$ cat config.mk
export PLATFORM = sky130hd
export DESIGN_NAME = cave_automaton_step_core
export DESIGN_NICKNAME = d
export VERILOG_FILES = /design/src/rtl/cave_pkg.sv /design/src/rtl/cave_automaton_step_core.sv
export SDC_FILE = /design/constraint.sdc
export NUM_CORES = 1
export LEC_CHECK = 0
export BUFFER_PORTS_ARGS = -buffer_cell sky130_fd_sc_hd__buf_2
export CAP_MARGIN = 20
export CORE_UTILIZATION = 25
export DETAILED_ROUTE_END_ITERATION = 10
export MAX_ROUTING_LAYER = met4
export RECOVER_POWER = 25
export SYNTH_ARGS = -nofsm -noshare
export SYNTH_HDL_FRONTEND = slang
export SYNTH_SLANG_ARGS = --single-unit
$ cat constraint.sdc
create_clock -name clk -period 7.9 [get_ports clk]
set_input_delay 0 -clock clk [delete_from_list [all_inputs] [get_ports clk]]
set_output_delay 0 -clock clk [all_outputs]
set_load 0.05 [all_outputs]
$ cat src/rtl/cave_pkg.sv
// ----------------------------------------------------------------------------
// cave_pkg
// Shared constants and types for the cave automaton step core.
// ----------------------------------------------------------------------------
package cave_pkg;

  localparam int MAX_WIDTH_DEF  = 256;
  localparam int MAX_HEIGHT_DEF = 4096;

  localparam int CFG_IW = 2;
  localparam int CFG_DW = 13;
  localparam int GW_W   = 9;
  localparam int GH_W   = 13;
  localparam int MIN_DIM = 3;

  localparam logic [GW_W-1:0] GRID_WIDTH_RST  = 9'd200;
  localparam logic [GH_W-1:0] GRID_HEIGHT_RST = 13'd200;

  localparam logic [3:0] CAVE_THRESH   = 4'd4;
  localparam logic [3:0] SMOOTH_THRESH = 4'd5;

  typedef enum logic [CFG_IW-1:0] {
    REG_GRID_WIDTH  = 2'd0,
    REG_GRID_HEIGHT = 2'd1,
    REG_RULE_MODE   = 2'd2
  } cfg_reg_t;

  typedef enum logic {
    FUNC_PUSH  = 1'b0,
    FUNC_DRAIN = 1'b1
  } func_t;

  typedef enum logic {
    RULE_CAVE   = 1'b0,
    RULE_SMOOTH = 1'b1
  } rule_t;

  typedef struct packed {
    logic cell_bit;
    logic last;
  } result_t;

endpackage

$ cat src/rtl/cave_automaton_step_core.sv
// ----------------------------------------------------------------------------
// cave_automaton_step_core
// One generation of a binary cave automaton over a raster-streamed grid.
// ----------------------------------------------------------------------------
// Takes one request per clock while in_ready is high: a push carries the next
// raster cell, a drain (after the last cell of the frame) flushes one pending
// cell. Each cell is emitted W+1 effective requests after it arrived, once its
// 3x3 neighbourhood is in the window; the result is registered into the output
// stage. Two one-bit line stores of MAX_WIDTH entries, read one column
// ahead with registered data, feed the right-hand column of the window, so the
// store port never limits the rate. A two-slot output stage keeps in_ready
// high while one result waits; it drops only when both slots are full.
// Configuration writes abandon the frame in progress; width and height are
// clamped to [3, MAX_WIDTH] and [3, MAX_HEIGHT].
// ----------------------------------------------------------------------------
module cave_automaton_step_core #(
  parameter int MAX_WIDTH  = cave_pkg::MAX_WIDTH_DEF,
  parameter int MAX_HEIGHT = cave_pkg::MAX_HEIGHT_DEF
) (
  input  logic                        clk,
  input  logic                        rst,
  input  logic                        in_valid,
  output logic                        in_ready,
  input  logic                        func,
  input  logic                        cell_req,
  output logic                        out_valid,
  input  logic                        out_ready,
  output logic                        cell_out,
  output logic                        frame_last,
  input  logic                        cfg_we,
  input  logic [cave_pkg::CFG_IW-1:0] cfg_index,
  input  logic [cave_pkg::CFG_DW-1:0] cfg_data
);
  import cave_pkg::*;

  localparam int CW = $clog2(MAX_WIDTH);
  localparam int RW = $clog2(MAX_HEIGHT);

  // configuration
  logic [GW_W-1:0] grid_width;
  logic [GH_W-1:0] grid_height;
  logic            rule_mode;
  logic            cfg_hit;

  logic [31:0]   gw_ext, gh_ext, w_eff, h_eff;
  logic [CW-1:0] w_last;
  logic [RW-1:0] h_last;

  // position state
  logic [CW-1:0] pcol, pcol_next;
  logic [RW-1:0] prow, prow_next;
  logic [1:0]    rows_seen, rows_seen_next;
  logic          frame_in, frame_in_next;
  logic [CW-1:0] ecol, ecol_next;
  logic [RW-1:0] erow, erow_next;

  // line stores and window
  logic          line1_mem [MAX_WIDTH];
  logic          line2_mem [MAX_WIDTH];
  logic          rd1, rd2;
  logic [1:0]    top_win, mid_win, bot_win;

  logic accept, is_drain, shift, emit, frame_done;
  logic l_in, r_in, t_in, b_in;
  logic [7:0] nb;
  logic [3:0] cnt8, cnt9;
  result_t    res;

  // output stage
  result_t main_q, skid_q;
  logic    main_v, skid_v, pop;

  assign cfg_hit = cfg_we && (cfg_index == REG_GRID_WIDTH || cfg_index == REG_GRID_HEIGHT ||
                              cfg_index == REG_RULE_MODE);

  always_ff @(posedge clk) begin
    if (rst) begin
      grid_width  <= GRID_WIDTH_RST;
      grid_height <= GRID_HEIGHT_RST;
      rule_mode   <= RULE_CAVE;
    end else if (cfg_we) begin
      unique case (cfg_index)
        REG_GRID_WIDTH:  grid_width  <= cfg_data[GW_W-1:0];
        REG_GRID_HEIGHT: grid_height <= cfg_data[GH_W-1:0];
        REG_RULE_MODE:   rule_mode   <= cfg_data[0];
        default: ;
      endcase
    end
  end

  always_comb begin
    gw_ext = 32'(grid_width);
    gh_ext = 32'(grid_height);
    if (gw_ext < 32'(MIN_DIM))        w_eff = 32'(MIN_DIM);
    else if (gw_ext > 32'(MAX_WIDTH)) w_eff = 32'(MAX_WIDTH);
    else                              w_eff = gw_ext;
    if (gh_ext < 32'(MIN_DIM))         h_eff = 32'(MIN_DIM);
    else if (gh_ext > 32'(MAX_HEIGHT)) h_eff = 32'(MAX_HEIGHT);
    else                               h_eff = gh_ext;
  end

  assign w_last = CW'(w_eff - 32'd1);
  assign h_last = RW'(h_eff - 32'd1);

  assign accept     = in_valid && in_ready;
  assign is_drain   = (func == FUNC_DRAIN);
  assign shift      = accept && (is_drain ? frame_in : !frame_in);
  assign emit       = shift && ((rows_seen == 2'd2) || (rows_seen == 2'd1 && pcol != '0));
  assign frame_done = emit && (ecol == w_last) && (erow == h_last);

  always_comb begin
    pcol_next      = pcol;
    prow_next      = prow;
    rows_seen_next = rows_seen;
    frame_in_next  = frame_in;
    ecol_next      = ecol;
    erow_next      = erow;
    priority if (cfg_hit || frame_done) begin
      pcol_next      = '0;
      prow_next      = '0;
      rows_seen_next = 2'd0;
      frame_in_next  = 1'b0;
      ecol_next      = '0;
      erow_next      = '0;
    end else if (shift) begin
      if (pcol == w_last) begin
        pcol_next = '0;
        if (rows_seen != 2'd2) rows_seen_next = rows_seen + 2'd1;
        if (!is_drain) begin
          if (prow == h_last) begin
            prow_next     = '0;
            frame_in_next = 1'b1;
          end else begin
            prow_next = prow + RW'(1);
          end
        end
      end else begin
        pcol_next = pcol + CW'(1);
      end
      if (emit) begin
        if (ecol == w_last) begin
          ecol_next = '0;
          erow_next = erow + RW'(1);
        end else begin
          ecol_next = ecol + CW'(1);
        end
      end
    end else begin
    end
  end

  always_ff @(posedge clk) begin
    if (rst) begin
      pcol      <= '0;
      prow      <= '0;
      rows_seen <= 2'd0;
      frame_in  <= 1'b0;
      ecol      <= '0;
      erow      <= '0;
    end else begin
      pcol      <= pcol_next;
      prow      <= prow_next;
      rows_seen <= rows_seen_next;
      frame_in  <= frame_in_next;
      ecol      <= ecol_next;
      erow      <= erow_next;
    end
  end

  // line stores: read one column ahead, write the column being shifted
  always_ff @(posedge clk) begin
    if (shift) line1_mem[pcol] <= cell_req;
    rd1 <= line1_mem[pcol_next];
  end

  always_ff @(posedge clk) begin
    if (shift) line2_mem[pcol] <= rd1;
    rd2 <= line2_mem[pcol_next];
  end

  always_ff @(posedge clk) begin
    if (shift) begin
      top_win <= {top_win[0], rd2};
      mid_win <= {mid_win[0], rd1};
      bot_win <= {bot_win[0], cell_req};
    end
  end

  // neighbourhood of the emitted cell; outside cells read as walls
  assign l_in = (ecol != '0);
  assign r_in = (ecol != w_last);
  assign t_in = (erow != '0);
  assign b_in = (erow != h_last);

  assign nb = {top_win[1] | ~(t_in & l_in), top_win[0] | ~t_in, rd2 | ~(t_in & r_in),
               mid_win[1] | ~l_in,                               rd1 | ~r_in,
               bot_win[1] | ~(b_in & l_in), bot_win[0] | ~b_in, cell_req | ~(b_in & r_in)};

  assign cnt8 = 4'($countones(nb));
  assign cnt9 = 4'($countones({top_win, rd2, mid_win, rd1, bot_win, cell_req}));

  always_comb begin
    res.last = frame_done;
    if (rule_mode == RULE_CAVE) begin
      if (cnt8 > CAVE_THRESH)      res.cell_bit = 1'b1;
      else if (cnt8 < CAVE_THRESH) res.cell_bit = 1'b0;
      else                         res.cell_bit = mid_win[0];
    end else begin
      if (!(l_in && r_in && t_in && b_in)) res.cell_bit = mid_win[0];
      else                                 res.cell_bit = (cnt9 >= SMOOTH_THRESH);
    end
  end

  // two-slot output stage
  assign pop       = main_v && out_ready;
  assign in_ready  = !skid_v;
  assign out_valid = main_v;
  assign cell_out  = main_q.cell_bit;
  assign frame_last = main_q.last;

  always_ff @(posedge clk) begin
    if (rst) begin
      main_v <= 1'b0;
      skid_v <= 1'b0;
    end else if (skid_v) begin
      if (pop) begin
        main_q <= skid_q;
        skid_v <= 1'b0;
      end
    end else if (emit) begin
      if (!main_v || pop) begin
        main_q <= res;
        main_v <= 1'b1;
      end else begin
        skid_q <= res;
        skid_v <= 1'b1;
      end
    end else if (pop) begin
      main_v <= 1'b0;
    end
  end

endmodule

* Word-level counts from Yosys, hierarchy flattened
Memory sizes are Yosys's and may differ from the RTL's. A register that Yosys moved wholly into a read port is not among the register bits.
Cells that the tools add are included.
** Cells by class
- $add $sub $neg :: 22
- Multiply operators :: 0
- Div/mod/pow operators :: 0
- Order comparisons :: 7
- Equal/unequal tests :: 13
- Shift-type cells :: 0
- Multiplexer cells :: 27
- Bitwise operators :: 24
- Reductions and logical operators :: 38
** Operators with widths (count)
- $mux W8 :: 6
- $mux W12 :: 3
- $add A12 B1 Y12 const B :: 2
- $eq A12 B12 Y1 :: 2
- $add A1 B1 Y2 :: 8
- $add A8 B1 Y8 const B :: 2
- $eq A8 B8 Y1 :: 2
- $reduce_bool A8 Y1 :: 2
- $mux W1 :: 14
- $gt A13 B13 Y1 const B :: 1
- $lt A13 B2 Y1 const B :: 1
- $add A2 B2 Y3 :: 4
- $ne A12 B12 Y1 :: 1
- $not A1 Y1 :: 12
- $reduce_and A3 Y1 :: 4
- $reduce_and A4 Y1 :: 3
- $reduce_bool A12 Y1 :: 1
- $sub A12 B1 Y12 const B :: 1
- $logic_and A1 B1 Y1 :: 11
- $gt A9 B9 Y1 const B :: 1
- $lt A9 B2 Y1 const B :: 1
- $add A3 B3 Y4 :: 2
- $mux W2 :: 4
- $ne A8 B8 Y1 :: 1
- 18 further kinds :: 42
** Word-level totals
- Bits in registers :: 78
- Latch bits :: 0
- RAM bits :: 512
- Bits in read-only memories :: 0
- Bits of input ports :: 22
- Word-level logic and storage cells :: 151
- Memories :: 2
** Memory list
- line1_mem :: words 256, bits a word 1, read ports 1, clocked after memory_dff 1, write ports 1, line cave_automaton_step_core.sv:58 : logic line1_mem [MAX_WIDTH];
- line2_mem :: words 256, bits a word 1, read ports 1, clocked after memory_dff 1, write ports 1, line cave_automaton_step_core.sv:59 : logic line2_mem [MAX_WIDTH];

* Longest topological paths before layout
- Depth after elaboration :: 18
- Mapped depth :: 26
- Gate-level depth less buffers :: 24

* Worst setup path before layout
No wires, ideal clock.
- Kind :: flip-flop to flip-flop
- Start :: register rd1, read port of line1_mem
- End :: register main_q, in the netlist cell_out (data pin)
- Library setup time :: 0.260 ns
- Data arrival time :: 7.218 ns
- Required time :: 7.640 ns
- Path slack :: 0.422 ns
- Cell stages (with the launch flop) :: 13
- Buffers on the path :: 0
- Clock period less this slack :: 7.478 ns
- Cell sequence :: dfxtp_1 -> fa_1 -> inv_1 -> fa_1 -> fa_1 -> fa_1 -> fa_1 -> nand2_1 -> a221o_1 -> a221oi_1 -> a21o_1 -> a21oi_1 -> mux2_2
** RTL lines
- from (decl) :: line cave_automaton_step_core.sv:60 : logic rd1, rd2;
- to (signal assigned) :: line cave_automaton_step_core.sv:227 : main_q <= skid_q;
- to (signal assigned) :: line cave_automaton_step_core.sv:232 : main_q <= res;
- to (decl) :: line cave_automaton_step_core.sv:70 : result_t main_q, skid_q;

==> run metrics <==
status complete, but fails checks; failing checks max-capacitance violations, max-slew violations; H-tree levels 2; CP top delay family simple AND/OR/NAND/NOR gates; Flop pwr share 0.526; IO Count 26; min Tclk post-route 7360 ps; Logic pwr share 0.051; DRC Markers 0; RSZ-0062 raised after global routing false; area grow syn2layout 14.2%; fin area 0.0311 mm2; vias in the first global route 18600; register area 0.0171 mm2; Multi-input gate area 0.00943 mm2; peak supply drop 0.000235 V; Hold Worst Slack 161 ps; Synth area leaders edfxtp_1 (58%), nand2_1 (5.6%), dfxtp_1 (5.1%); Die Y 332 um; Pre-antenna DRT Iters 6; Synth Net Count 2465; Worst-path clk slew 60 ps; final worst slack 535 ps; max incr delay on CP 550 ps; Clock Latency Late Sink 640 ps; Cell Pwr Density 211 mW/mm2; post-synthesis sequential area ratio 0.627; commonest cells after routing, fill and taps aside edfxtp_1 (522), nand2_1 (406), nor2_1 (357); area leader, netlist edfxtp_1; core box area 0.108 mm2; endpoints failing setup 0; initial antenna violation count 3; die width 332 um; top cell type's share of synthesized area 0.575; Netlist cell types 88; static leakage 9.94 nW; FF+latch count, synth 592; setup_tns 0 ps; DP Worst Slack 609 ps; Synth warnings 0; total gr overflow 0; initial drt markers 2404; Routed Antenna Nets 0; CP Launch Type register; commonest non-fill, non-tap cell in the layout edfxtp_1; largest net degree at the start of global routing 101; Vias 19500; Worst path slowest cell fa_1; Initial Utilization 0.254; fraction of layout cells with a size suffix above 1 0.0848; Root Buffer Master clkbuf_16; ys async rst share 0; CTS tree built; critical path type reg -> reg; Hold/Removal Path Class in -> reg; # rows 120; DRT Wirelength 80700 um; Pins Over Slew Limit 283; Switching Share 0.226; Tot Pwr 6.56 mW; first-pass GRT wire length 120000 um; CP Max Fanout 11; post-CTS setup repair buffer count 0; hold_buf cts 29; HPWL Detailed 49900 um; fill count 11100; worst slew pin tran 4180 ps; final core occ 0.289; Cell Int Power 5.08 mW; relative slew slack -1.79; CTS Sinks 592; NetSw 1.48 mW; most used flip-flop cell after synthesis edfxtp_1; Final Hold Fails 0; Mapped Area 0.0273 mm2; worst path arrival time 7730 ps; Post-Synthesis Cells 2416; Non-Filler Instances 3879; WL/cell 20.8 um; Vias/cell 5.03; Highest Clock Rate 136 MHz; nature of the critical path endpoint register; number of synthesized flops with an enable pin 522; CTS buffer count 59; Clock power frac 0.423; Max-Cap Viols 4; Syn Area/Cell 11.3 um2; Die ar. 0.110 mm2; IO buf count 25; Placed Cells 3740; Final Cycle Share 0.932; GRT Overall Usage 0.146; # resized after CTS 0; final net count 2476; Worst Skew 36.1 ps; clk buf depth 3; post-place instance area 0.0290 mm2; Crit path buffers/inverters 5; worst path required time 8270 ps; GPL Wtd Cong 0.898
-- power groups by stage --
stage	clock network (mW)	registers, mW	logic [mW]
floorplan	0	3.53	0.193
global placement	0	3.51	0.324
detailed placement	0	3.51	0.327
CTS	2.81	3.44	0.339
global route	2.93	3.45	0.369
finish	2.77	3.45	0.338
-- state kept, by name, indices dropped and copies added (netlist names) --
| name | count |
|---|---|
| line2_mem | 256 |
| line1_mem | 256 |
| cell_out | 1 |
| rd1 | 1 |
| top_win | 2 |
| pcol | 8 |
| prow | 12 |
| skid_q | 2 |
| erow | 12 |
| frame_in | 1 |
| skid_v | 1 |
| rd2 | 1 |
| rows_seen | 2 |
| frame_last | 1 |
| ecol | 8 |
| rule_mode | 1 |
| bot_win | 2 |
| out_valid | 1 |
| grid_height | 13 |
| grid_width | 9 |
| mid_win | 2 |
-- cell families after synthesis --
kind of cell | Yosys count | share of synthesized area
AND/OR/NAND/NOR | 1143 | 0.187
flip-flops | 592 | 0.627
AO/OA/AOI/OAI | 252 | 0.0656
buffers and inverters | 197 | 0.0311
multiplexers | 135 | 0.0510
XOR/XNOR | 70 | 0.0235
adder cells (fa/ha/maj) | 27 | 0.0149
-- synthesized netlist by cell type, types with 26 or more instances --
cell type and number:
nor2_1 361, clkbuf_1 93, nand2_1 406, nand4_1 57
o21ai_0 31, mux2i_1 122, inv_1 42, buf_2 44
xor2_1 34, dfxtp_1 70, edfxtp_1 522, xnor2_1 34
a21oi_1 55, nand3_1 162, nor3_1 26
-- final timing paths --
path                       start  cells past startpoint             end  slack, ps
hold / removal       cfg_data[6]                      4  grid_height[6]        160
hold reg to reg         frame_in                      2        frame_in        470
setup reg to reg  grid_height[6]                     25        cell_out        540
setup / recovery  grid_height[6]                     25        cell_out        540
-- per-layer routing --
metal	vias up	wire (um)	share of wire	global-route usage
met5	-	0	0	-
met2	872	37000	0.46	0.226
met3	144	6420	0.080	0.0227
li1	8786	-	-	-
met1	9709	35400	0.44	0.199
met4	0	1850	0.023	0.0369
-- layout make-up --
class,instances,share of cell area
Inverter,43,0.00519
Clock buffer,75,0.0503
Multi-Input combinational cell,1627,0.303
Antenna cell,1,0.0000804
Timing Repair Buffer,104,0.0263
Sequential cell,592,0.549
Tap cell,1403,0.0564
Clock inverter,34,0.0100
-- worst min-delay path, stage by stage --
cell and delay, ps:
dlygate4sd3_1 530, buf_2 120, nand2_1 50, nand3b_1 70
(Power assumes the default switching activity.)
